==> src/rtl/sfrt_pkg.sv <==
// Package with the types, codes and helper functions of the syscall filter rule table.
`default_nettype none
package sfrt_pkg;

    localparam int RULE_SLOTS_DEF = 16;

    localparam logic [1:0] OP_CHECK = 2'd0;
    localparam logic [1:0] OP_ADD   = 2'd1;
    localparam logic [1:0] OP_CLEAR = 2'd2;

    localparam logic [2:0] ACT_ALLOW = 3'd0;
    localparam logic [2:0] ACT_KILL  = 3'd1;
    localparam logic [2:0] ACT_TRAP  = 3'd2;
    localparam logic [2:0] ACT_ERRNO = 3'd3;
    localparam logic [2:0] ACT_LOG   = 3'd4;
    localparam logic [2:0] ACT_TRACE = 3'd5;

    localparam logic [1:0] V_ALLOW = 2'd0;
    localparam logic [1:0] V_DENY  = 2'd1;
    localparam logic [1:0] V_HALT  = 2'd2;

    typedef struct packed {
        logic        valid;
        logic [15:0] sys;
        logic        hit;
        logic [2:0]  act;
        logic [31:0] err;
    } t_probe;

    typedef struct packed {
        logic        en;
        logic [15:0] sys;
        logic [2:0]  act;
        logic [31:0] err;
    } t_wr;

    typedef struct packed {
        logic [1:0]  verdict;
        logic        errno_valid;
        logic [31:0] errno_value;
        logic        log_request;
        logic        add_status;
    } t_result;

    function automatic logic [1:0] f_rule_verdict(input logic [2:0] act);
        logic [1:0] v;
        case (act)
            ACT_ALLOW, ACT_TRACE: v = V_ALLOW;
            ACT_KILL, ACT_TRAP:   v = V_HALT;
            default:              v = V_DENY;
        endcase
        return v;
    endfunction

    function automatic t_result f_default_result(input logic [2:0] act);
        t_result r;
        r = '0;
        case (act)
            ACT_KILL, ACT_TRAP: begin
                r.verdict = V_HALT;
            end
            ACT_ERRNO: begin
                r.verdict     = V_DENY;
                r.errno_valid = 1'b1;
                r.errno_value = 32'd1;
            end
            ACT_LOG: begin
                r.verdict     = V_DENY;
                r.log_request = 1'b1;
            end
            default: begin
                r.verdict = V_ALLOW;
            end
        endcase
        return r;
    endfunction

endpackage
`default_nettype wire

==> src/rtl/syscall_filter_rule_table.sv <==
// Top level of the syscall filter rule table: command intake, rule cell chain and result path.
//
// Commands enter on the input channel (i_in_valid, o_in_stall) and each gives one
// result on the output channel (o_out_valid, i_out_stall). A transfer happens at a
// rising clock edge where valid is high and stall is low.
// Rules live in a chain of RULE_SLOTS cells, one rule per cell. A check sends a probe
// into the first cell; it moves one cell per cycle and picks up the first matching
// rule; the probe passes the register of every cell, then the staging register and the
// output register. The next command is taken once the result has left the staging
// register. Add and clear act at their transfer; their result passes the staging register
// and then the output register, and the next command can be taken once it has left the
// staging register.
// A finished result waits in the output register while the receiver stalls, and one
// more result can wait in the staging register behind it; new commands are then held
// off with o_in_stall. Reset empties the table and sets the default action to allow.
// The default action register is written through i_cfg_valid / o_cfg_ready / i_cfg_data;
// the user must write it only while the block is idle; the block does not enforce this.
`default_nettype none
module syscall_filter_rule_table
    import sfrt_pkg::*;
#(
    parameter int RULE_SLOTS = RULE_SLOTS_DEF
) (
    input  wire logic               i_clk,
    input  wire logic               i_rst_n,
    input  wire logic               i_cfg_valid,
    output logic                    o_cfg_ready,
    input  wire logic [2:0]         i_cfg_data,
    input  wire logic               i_in_valid,
    output logic                    o_in_stall,
    input  wire logic [1:0]         i_op,
    input  wire logic [15:0]        i_syscall_number,
    input  wire logic [2:0]         i_rule_action,
    input  wire logic signed [31:0] i_rule_errno,
    output logic                    o_out_valid,
    input  wire logic               i_out_stall,
    output logic [1:0]              o_verdict,
    output logic                    o_errno_valid,
    output logic signed [31:0]      o_errno_value,
    output logic                    o_log_request,
    output logic                    o_add_status
);

    localparam int CW = $clog2(RULE_SLOTS + 1);

    logic [2:0]    r_default_action;
    logic [CW-1:0] r_count;
    logic [CW-1:0] n_count;
    logic          r_busy;
    logic          n_busy;
    logic          r_res_valid;
    logic          n_res_valid;
    t_result       r_res;
    t_result       n_res;
    logic          r_out_valid;
    logic          n_out_valid;
    t_result       r_out;
    logic          w_accept;
    logic          w_full;
    logic          w_move;
    t_wr           w_wr;
    t_probe        w_probe [RULE_SLOTS+1];
    logic [RULE_SLOTS-1:0] w_probe_valid;
    t_probe        w_exit;

    assign o_cfg_ready = 1'b1;
    assign o_in_stall  = r_busy || r_res_valid;
    assign w_accept    = i_in_valid && !o_in_stall;
    assign w_full      = r_count >= CW'(RULE_SLOTS);
    assign w_move      = r_res_valid && (!r_out_valid || !i_out_stall);

    always_comb begin
        w_wr.en  = w_accept && (i_op == OP_ADD) && !w_full;
        w_wr.sys = i_syscall_number;
        w_wr.act = i_rule_action;
        w_wr.err = i_rule_errno;
    end

    always_comb begin
        w_probe[0].valid = w_accept && (i_op == OP_CHECK);
        w_probe[0].sys   = i_syscall_number;
        w_probe[0].hit   = 1'b0;
        w_probe[0].act   = ACT_ALLOW;
        w_probe[0].err   = '0;
    end

    for (genvar g = 0; g < RULE_SLOTS; g++) begin : g_cell
        sfrt_cell #(
            .IDX (g),
            .CW  (CW)
        ) u_cell (
            .i_clk   (i_clk),
            .i_rst_n (i_rst_n),
            .i_count (r_count),
            .i_wr    (w_wr),
            .i_probe (w_probe[g]),
            .o_probe (w_probe[g+1])
        );
        assign w_probe_valid[g] = w_probe[g+1].valid;
    end

    assign w_exit = w_probe[RULE_SLOTS];

    always_comb begin
        n_count     = r_count;
        n_busy      = r_busy;
        n_res_valid = r_res_valid && !w_move;
        n_res       = r_res;
        if (w_accept) begin
            n_res       = '0;
            n_res_valid = 1'b1;
            case (i_op)
                OP_CHECK: begin
                    n_busy      = 1'b1;
                    n_res_valid = 1'b0;
                end
                OP_ADD: begin
                    if (w_full) begin
                        n_res.add_status = 1'b1;
                    end else begin
                        n_count = r_count + 1'b1;
                    end
                end
                OP_CLEAR: begin
                    n_count = '0;
                end
                default: begin
                end
            endcase
        end
        if (w_exit.valid) begin
            n_busy      = 1'b0;
            n_res_valid = 1'b1;
            if (w_exit.hit) begin
                n_res             = '0;
                n_res.verdict     = f_rule_verdict(w_exit.act);
                n_res.errno_valid = 1'b1;
                n_res.errno_value = w_exit.err;
            end else begin
                n_res = f_default_result(r_default_action);
            end
        end
    end

    always_comb begin
        n_out_valid = r_out_valid && i_out_stall;
        if (w_move) begin
            n_out_valid = 1'b1;
        end
    end

    always_ff @(posedge i_clk) begin
        if (!i_rst_n) begin
            r_default_action <= ACT_ALLOW;
            r_count          <= '0;
            r_busy           <= 1'b0;
            r_res_valid      <= 1'b0;
            r_out_valid      <= 1'b0;
        end else begin
            if (i_cfg_valid && o_cfg_ready) begin
                r_default_action <= i_cfg_data;
            end
            r_count     <= n_count;
            r_busy      <= n_busy;
            r_res_valid <= n_res_valid;
            r_out_valid <= n_out_valid;
        end
        r_res <= n_res;
        if (w_move) begin
            r_out <= r_res;
        end
    end

    assign o_out_valid   = r_out_valid;
    assign o_verdict     = r_out.verdict;
    assign o_errno_valid = r_out.errno_valid;
    assign o_errno_value = r_out.errno_value;
    assign o_log_request = r_out.log_request;
    assign o_add_status  = r_out.add_status;

`ifndef SYNTHESIS
    a_count_range: assert property (@(posedge i_clk) disable iff (!i_rst_n)
        r_count <= CW'(RULE_SLOTS))
        else $error("Rule count exceeds the number of slots.");

    a_one_probe: assert property (@(posedge i_clk) disable iff (!i_rst_n)
        $countones(w_probe_valid) <= 1)
        else $error("More than one probe in the rule chain.");

    a_exit_busy: assert property (@(posedge i_clk) disable iff (!i_rst_n)
        w_exit.valid |-> r_busy && !r_res_valid)
        else $error("Probe left the chain with no check in flight.");

    a_full_status: assert property (@(posedge i_clk) disable iff (!i_rst_n)
        (r_res_valid && r_res.add_status) |-> w_full)
        else $error("Table full reported while the table has room.");
`endif

endmodule
`default_nettype wire

==> src/rtl/sfrt_cell.sv <==
// One rule cell of the chain: stores one rule and matches the probe passing through it.
`default_nettype none
module sfrt_cell
    import sfrt_pkg::*;
#(
    parameter int IDX = 0,
    parameter int CW  = 5
) (
    input  wire logic          i_clk,
    input  wire logic          i_rst_n,
    input  wire logic [CW-1:0] i_count,
    input  wire t_wr           i_wr,
    input  wire t_probe        i_probe,
    output t_probe             o_probe
);

    logic [15:0] r_sys;
    logic [2:0]  r_act;
    logic [31:0] r_err;
    logic        r_valid;
    t_probe      r_probe;
    t_probe      n_probe;
    logic        w_live;

    assign w_live = CW'(IDX) < i_count;

    always_ff @(posedge i_clk) begin
        if (i_wr.en && (i_count == CW'(IDX))) begin
            r_sys <= i_wr.sys;
            r_act <= i_wr.act;
            r_err <= i_wr.err;
        end
    end

    always_comb begin
        n_probe = i_probe;
        if (i_probe.valid && !i_probe.hit && w_live && (r_sys == i_probe.sys)) begin
            n_probe.hit = 1'b1;
            n_probe.act = r_act;
            n_probe.err = r_err;
        end
    end

    always_ff @(posedge i_clk) begin
        if (!i_rst_n) begin
            r_valid <= 1'b0;
        end else begin
            r_valid <= n_probe.valid;
        end
        r_probe <= n_probe;
    end

    always_comb begin
        o_probe       = r_probe;
        o_probe.valid = r_valid;
    end

endmodule
`default_nettype wire
==> config.mk <==
export PLATFORM = sky130hd
export DESIGN_NAME = syscall_filter_rule_table
export DESIGN_NICKNAME = d
export VERILOG_FILES = /design/src/rtl/sfrt_pkg.sv /design/src/rtl/syscall_filter_rule_table.sv /design/src/rtl/sfrt_cell.sv
export SDC_FILE = /design/constraint.sdc
export NUM_CORES = 1
export LEC_CHECK = 0
export ABC_CLOCK_PERIOD_IN_PS = 10200
export BUFFER_PORTS_ARGS = -buffer_cell sky130_fd_sc_hd__buf_2
export CAP_MARGIN = 20
export CORE_ASPECT_RATIO = 1.4
export CORE_UTILIZATION = 40
export DETAILED_ROUTE_END_ITERATION = 16
export GPL_ROUTABILITY_DRIVEN = 0
export PLACE_DENSITY = 0.51
export SKIP_LAST_GASP = 1
export SLEW_MARGIN = 40
export SYNTH_ARGS = -nofsm -noshare
export SYNTH_HDL_FRONTEND = slang
export SYNTH_SLANG_ARGS = --single-unit
==> constraint.sdc <==
create_clock -name i_clk -period 10.2 [get_ports i_clk]
set_clock_uncertainty 0.05 [all_clocks]
set_input_delay 2.04 -clock i_clk [delete_from_list [all_inputs] [get_ports i_clk]]
set_output_delay 2.04 -clock i_clk [all_outputs]
set_load 0.02 [all_outputs]
==> results.yml, run 1 <==
outcome:
  status: "finished, final reports clean"
global_route:
  grt_max_degree: 52
  met2_usage: 0.3269
  antenna_found_initial: 6
  globalRouteTotalUtil: 0.1731
  grt_util_met3: 0.02973
  grt_pass1_wl_um: 172000
  busiest_layer: "met2"
  grt_pass1_vias: 26000
  grt_overflow: 0
  grt.met1_usage: 0.1952
sta:
  finalSetupTns_ns: 0
  hold_viol_final: 0
  min_period_over_period: 0.3960
  setup-violations-final: 0
  worstMarginPinSlew_ns: 0.8300
  max_freq_mhz: 247.6
  worst_slack_ns: 6.161
  hold-worst-slack_ns: 0.3081
  timing.slew.headroom: 0.4446
  rsz0062_at_grt: "no"
  maxSlewViolCount: 0
  min_period_ns: 4.039
detailed_routing:
  vias_per_cell: 4.714
  route.detailed.drc: 0
  vias: 23770
  wirelength_um: 117000
  wl_per_cell_um: 23.20
  dr.pass1.iters: 8
  ant_nets: 0
  initialDrtViolationCount: 1398
synth:
  synth-async-reset-ratio: 0
  yosys_warnings: 0
  synth-main-ff-cell: "edfxtp_1"
  synth_most_common_cell: "edfxtp_1"
  synthTopCellsByArea: "edfxtp_1, dfxtp_1, mux2_2, xnor2_1, xor2_1"
  synth-seq-cells: 1733
  yosysTopAreaCell: "edfxtp_1"
  synth_cells: 2895
  synth_seq_area_share: 0.8050
  synth_top_area_share: 0.4934
  syn_avg_cell_area_um2: 18.71
  ys_types: 51
  syn_area_um2: 54170
  synth_nets: 2959
  synth_common_cells: "edfxtp_1, dfxtp_1, mux2_2"
  synth_edf_count: 890
placed_design:
  placedCellCount: 4736
  numPortBuffers: 99
  pre_cts_ws_ns: 5.340
  post-dp-hpwl_um: 72460
floorplanning:
  core-area_um2: 134300
  start_util: 0.4034
  die_w_um: 313.0
  std_cell_rows: 159
  ios: 101
  die_area_um2: 136900
  fp.dieH_um: 437.4
clock_tree:
  cts_buffer_depth: 3
  clk_root_buffer_cell: "clkbuf_16"
  cts_hold_buffers: 0
  path_clk_slew_ns: 0.06
  post_cts_buffers: 0
  htreeDepth: 4
  cts_sinks: 1733
  cts_buffers: 161
  post_cts_resized: 0
  clock_latency_ns: 0.77
  cts_tree: "done"
hold_path:
  hold_path.class: "reg -> reg"
  min_delay_path_depth: 0
  hold_start: "g_cell[0].u_cell.o_probe[49]"
  holdPathEnd: "g_cell[1].u_cell.o_probe[49]"
critical_path:
  r2r-start: "r_count[4]"
  startpoint: "i_op[0]"
  endpoint_kind: "register"
  critPathKind: "in -> reg"
  r2r_end: "g_cell[1].u_cell.o_probe[19]"
  critPathMaxFanout: 51
  ff2ff_setup_slack_ns: 6.80
  cp.required_ns: 10.53
  cp.arrival_ns: 4.37
  critPathLaunchType: "primary input"
  reg2reg_depth: 6
cells_and_area:
  layout-drive-gt1-share: 0.2852
  area_growth_syn_to_layout_pct: 15.16
  fin_nets: 3194
  final_cells: 5042
  ff_latch_area_um2: 43600
  fill_cells: 11380
  multi_input_area_um2: 10410
power:
  leakage_nw: 22.68
  powerDensity_nw_per_um2: 217.7
  peakVddDrop_uv: 116.4
job:
  max-cap-violations: 0
-- how the worst max path moves through the flow --
stage / slack (ns) / to
after detailed placement: 5.34 / g_cell[15].u_cell.r_err[19]
after global placement: 5.34 / g_cell[15].u_cell.r_err[24]
final: 6.16 / g_cell[11].u_cell.r_err[19]
after floorplan: 2.19 / g_cell[1].u_cell.r_act[0]
after CTS: 6.16 / g_cell[15].u_cell.r_err[19]
after global routing: 6.08 / g_cell[11].u_cell.r_err[19]
-- layer usage --
metal | up-vias | share of wire
li1 | 11010 | -
met1 | 12180 | 0.39
met2 | 396 | 0.55
met3 | 176 | 0.029
met4 | 2 | 0.026
met5 | - | 0.000094
-- logic make-up after synthesis --
logic type	Yosys count	share of synthesized area
buffers and inverters	70	0.006260
muxes	529	0.1099
DFF	1733	0.8050
and+or+nand+nor	273	0.03199
xor gates and xnor gates	256	0.04139
AOI/OAI and AO/OA	30	0.004759
adders and majority gates	3	0.0006930
other	1	0.00006923
-- final cells by class --
| type | instances | share of cell area |
|---|---|---|
| Sequential cell | 1733 | 0.6990 |
| Multi-Input combinational cell | 1092 | 0.1669 |
| Clock buffer | 244 | 0.07530 |
| Tap cell | 1771 | 0.03552 |
| Timing Repair Buffer | 138 | 0.01340 |
| Clock inverter | 57 | 0.009448 |
| Inverter | 4 | 0.0002407 |
| Antenna cell | 3 | 0.0001204 |
-- sequential cells by signal, summed over array words and instances, names as in the netlist, 2 cells and up --
name	cells
g_cell.u_cell.o_probe	816
g_cell.u_cell.r_act	48
g_cell.u_cell.r_err	512
g_cell.u_cell.r_sys	256
g_cell.u_cell.r_valid	16
o_errno_value	32
o_verdict	2
r_count	5
r_default_action	3
r_res	37
-- where the power goes --
part,switching (W),internal [W],leakage [nW]
clock,0.00251,0.00342,2.60
sequential,0.0000536,0.00739,14.9
combinational,0.000148,0.0000506,5.14
-- cells in the final DEF, fill, tap and decap left out, types with 6 or more instances in the layout --
cell type | Yosys | layout
edfxtp_1 | 890 | 890
dfxtp_1 | 843 | 842
mux2_2 | 507 | 507
clkbuf_16 | 0 | 166
xnor2_1 | 153 | 153
xor2_1 | 103 | 103
buf_2 | 40 | 99
clkbuf_1 | 22 | 53
and2_1 | 51 | 51
nand4_1 | 37 | 37
and3_1 | 32 | 31
buf_4 | 1 | 31
clkinv_2 | 0 | 26
clkbuf_8 | 0 | 25
nor4_1 | 23 | 21
mux2_1 | 18 | 18
nand3_1 | 15 | 15
nor2_4 | 0 | 14
or2_2 | 13 | 13
nand2_1 | 12 | 12
nand2b_1 | 13 | 12
nor2_1 | 25 | 11
nor3_1 | 10 | 10
a21oi_1 | 9 | 9
bufinv_16 | 0 | 9
clkinv_1 | 0 | 9
nand4b_1 | 8 | 8
nor4_4 | 5 | 7
nor2b_1 | 7 | 7
inv_6 | 0 | 7
buf_6 | 3 | 6
-- worst max-delay path, cell delays in order --
cell and delay, ns:
buf_2 0.14, or3b_2 0.53, nor2_1 0.34, nand3_1 0.42
nor2_4 0.19, buf_4 0.60
-- metrics by stage --
stage / utilization / total power, W / area (µm²)
floorplan: - / 0.007649 / 54170
global placement: 0.4246 / 0.007808 / 57020
detailed placement: 0.4247 / 0.007810 / 57040
CTS: 0.4641 / 0.01375 / 62320
global route: 0.4645 / 0.01402 / 62370
finish: 0.4645 / 0.01358 / 62380
Note: power is estimated with default switching activity, not from simulation.
==> run 2, diff against run 1 <==
ABC_AREA = 1   (was default)
ABC_CLOCK_PERIOD_IN_PS = 3800   (was 10200)
clock period = 3.8 ns   (was 10.2 ns; I/O delays follow)
==> results.yml, run 2 <==
critical_path:
  critPathMaxFanout: 36
  reg2reg_depth: 8
  r2r-start: "r_count[2]"
  cp.arrival_ns: 3.38
  r2r_end: "g_cell[12].u_cell.o_probe[33]"
  cp_num_buf_inv: 1
  critPathLaunchType: "register"
  cp_common_cell: "nand2_1"
  cp.depth: 8
  cp.required_ns: 4.40
  crit_family: "simple AND/OR/NAND/NOR gates"
  ff2ff_setup_slack_ns: 1.02
  slowest_stage: "dfxtp_1"
  slowest_delay_ns: 0.61
  critPathKind: "reg -> reg"
  cp_cell_sequence: "nand2_1, nand2_1, nand2_1, nor2_4, buf_4, nand3_2, nand2_1, nand2_1"
  cp-endpoint: "g_cell[12].u_cell.o_probe[33]"
  startpoint: "r_count[2]"
  endpoint_kind: "register"
synth:
  synth_mux_area_frac: 0
  synth_seq_area_share: 0.7471
  synth_cells: 5048
  synth_edf_count: 890
  synth_xor_xnor_area_share: 0.008554
  synth_most_common_cell: "nand2_1"
  synth-async-reset-ratio: 0
  yosysTopAreaCell: "edfxtp_1"
  syn_avg_cell_area_um2: 11.56
  ys_types: 34
  yosys.area_share.simple: 0.1920
  synth_top_family_by_area: "simple AND/OR/NAND/NOR gates"
  synth_nets: 5112
  synth-seq-cells: 1733
  synthTopCellsByArea: "edfxtp_1, dfxtp_1, nand2_1, nand4_1, inv_1"
  yosys_warnings: 0
  synth-compound-area-share: 0.005853
  synth_top_area_share: 0.4579
  synth_common_cells: "nand2_1, edfxtp_1, dfxtp_1"
  syn_area_um2: 58360
  yosys.area_share.adder: 0.0006432
  synth-main-ff-cell: "edfxtp_1"
placed_design:
  placedCellCount: 6966
  numPortBuffers: 99
  pre_cts_ws_ns: 0.9409
  post-dp-hpwl_um: 80460
  placed_area_um2: 61290
global_route:
  antenna_found_initial: 5
  globalRouteTotalUtil: 0.1561
  grt_pass1_vias: 33050
  grt_overflow: 0
  grt_pass1_wl_um: 181200
  grt_max_degree: 52
sta:
  worstMarginPinSlew_ns: 0.7494
  hold_viol_final: 0
  min_period_ns: 2.777
  maxSlewViolCount: 0
  max_freq_mhz: 360.1
  rsz0062_at_grt: "no"
  setup-violations-final: 0
  timing.slew.headroom: 0.4998
  worst_slack_ns: 1.023
  min_period_over_period: 0.7309
cells_and_area:
  layout-drive-gt1-share: 0.1002
  largest_register_ffs: 816
  area_growth_syn_to_layout_pct: 14.35
  multi_input_area_um2: 12240
  layout_common_cells: "nand2_1, edfxtp_1, dfxtp_1"
  ff_latch_area_um2: 43600
  final_cells: 7279
  final_area_um2: 66740
  fin_util: 0.4618
  fill_cells: 13380
  final_common_cell: "nand2_1"
  fin_nets: 5278
detailed_routing:
  highest_layer: "met4"
  wl_per_cell_um: 15.53
  initialDrtViolationCount: 1586
  vias: 32470
  route.detailed.drc: 0
  dr_wl_met3_um: 4014
  dr.pass1.iters: 7
  ant_nets: 0
  vias_per_cell: 4.460
  met2WireLength_um: 58430
  met1Wirelength_um: 47620
  wirelength_um: 113000
power:
  leakage_nw: 27.57
  p_int_w: 0.02928
  powerDensity_nw_per_um2: 548.4
  sequentialPowerShare: 0.546
  power_frac_clock: 0.436
  peakVddDrop_uv: 394.0
  swShare: 0.2001
  power_frac_comb: 0.018
  switchingPower_w: 0.007325
  finalPower_w: 0.03660
clock_tree:
  cts_sinks: 1733
  post_cts_buffers: 0
  htreeDepth: 4
  cts_hold_buffers: 0
  cts_tree: "done"
  clock_latency_ns: 0.79
  post_cts_resized: 0
  clk_root_buffer_cell: "clkbuf_16"
  cts_buffer_depth: 3
  path_clk_slew_ns: 0.06
  cts_buffers: 165
floorplanning:
  std_cell_rows: 165
  die_w_um: 324.8
  fp.dieH_um: 454.0
  start_util: 0.4039
  core-area_um2: 144500
  ios: 101
  die_area_um2: 147500
outcome:
  status: "finished, final reports clean"
job:
  max-cap-violations: 0
hold_path:
  hold_path.class: "in -> reg"
[run 2: cell type report]
| cell class | instances | area share |
|---|---|---|
| inverter | 457 | 0.02570 |
| tap | 1920 | 0.03600 |
| clock inverter | 61 | 0.007106 |
| antenna | 2 | 0.00007499 |
| clock buffer | 249 | 0.07392 |
| sequential | 1733 | 0.6533 |
| timing repair buffer | 185 | 0.02040 |
| multi-input combinational | 2672 | 0.1835 |
[run 2: cells by family (layout without fill, tap and decap cells)]
family / Yosys count / in the layout
buffers and inverters: 643 / 952
DFF: 1733 / 1733
AOI/OAI and AO/OA: 65 / 65
and+or+nand+nor: 2546 / 2546
xor gates and xnor gates: 57 / 57
adders and majority gates: 3 / 3
other: 1 / 3
[run 2: worst reg2reg max path, delay by kind of cell (launching register included)]
kind / cells / cell delay [ns]
simple gates: 7 / 1.65
flops: 1 / 0.61
buf+inv: 1 / 0.33
[run 2: worst min-delay path by stage]
stage / startpoint / end / depth (start not counted)
after floorplan: g_cell[9].u_cell.o_probe[37] / g_cell[10].u_cell.o_probe[37] / 0
after global placement: g_cell[9].u_cell.o_probe[46] / g_cell[10].u_cell.o_probe[46] / 0
after detailed placement: g_cell[12].u_cell.o_probe[39] / g_cell[13].u_cell.o_probe[39] / 0
after CTS: i_cfg_data[0] / r_default_action[0] / 3
after global routing: i_cfg_data[1] / r_default_action[1] / 3
final: i_cfg_data[2] / r_default_action[2] / 3
[run 2: stage by stage]
| step | hold slack (ns) | TNS (ns) |
|---|---|---|
| 6_report | 0.1643 | 0 |
| 3_5_place_dp | 0.2863 | 0 |
| 4_1_cts | 0.09604 | 0 |
| 5_1_grt | 0.1470 | 0 |
| 2_1_floorplan | 0.2808 | -406.60 |
| 3_3_place_gp | 0.2855 | 0 |
[run 2: power groups by stage]
stage	sequential [W]	combinational [W]	clock, W
floorplan	0.0204	0.000264	0
global placement	0.0204	0.000666	0
detailed placement	0.0204	0.000680	0
CTS	0.0200	0.000682	0.0165
global route	0.0200	0.000742	0.0172
finish	0.0200	0.000661	0.0160
[run 2: layer usage]
| metal | track usage | vias to the layer above |
|---|---|---|
| met5 | 0 | - |
| met3 | 0.02484 | 182 |
| met4 | 0.05756 | 0 |
| met1 | 0.1810 | 14740 |
| li1 | - | 17070 |
| met2 | 0.2881 | 482 |
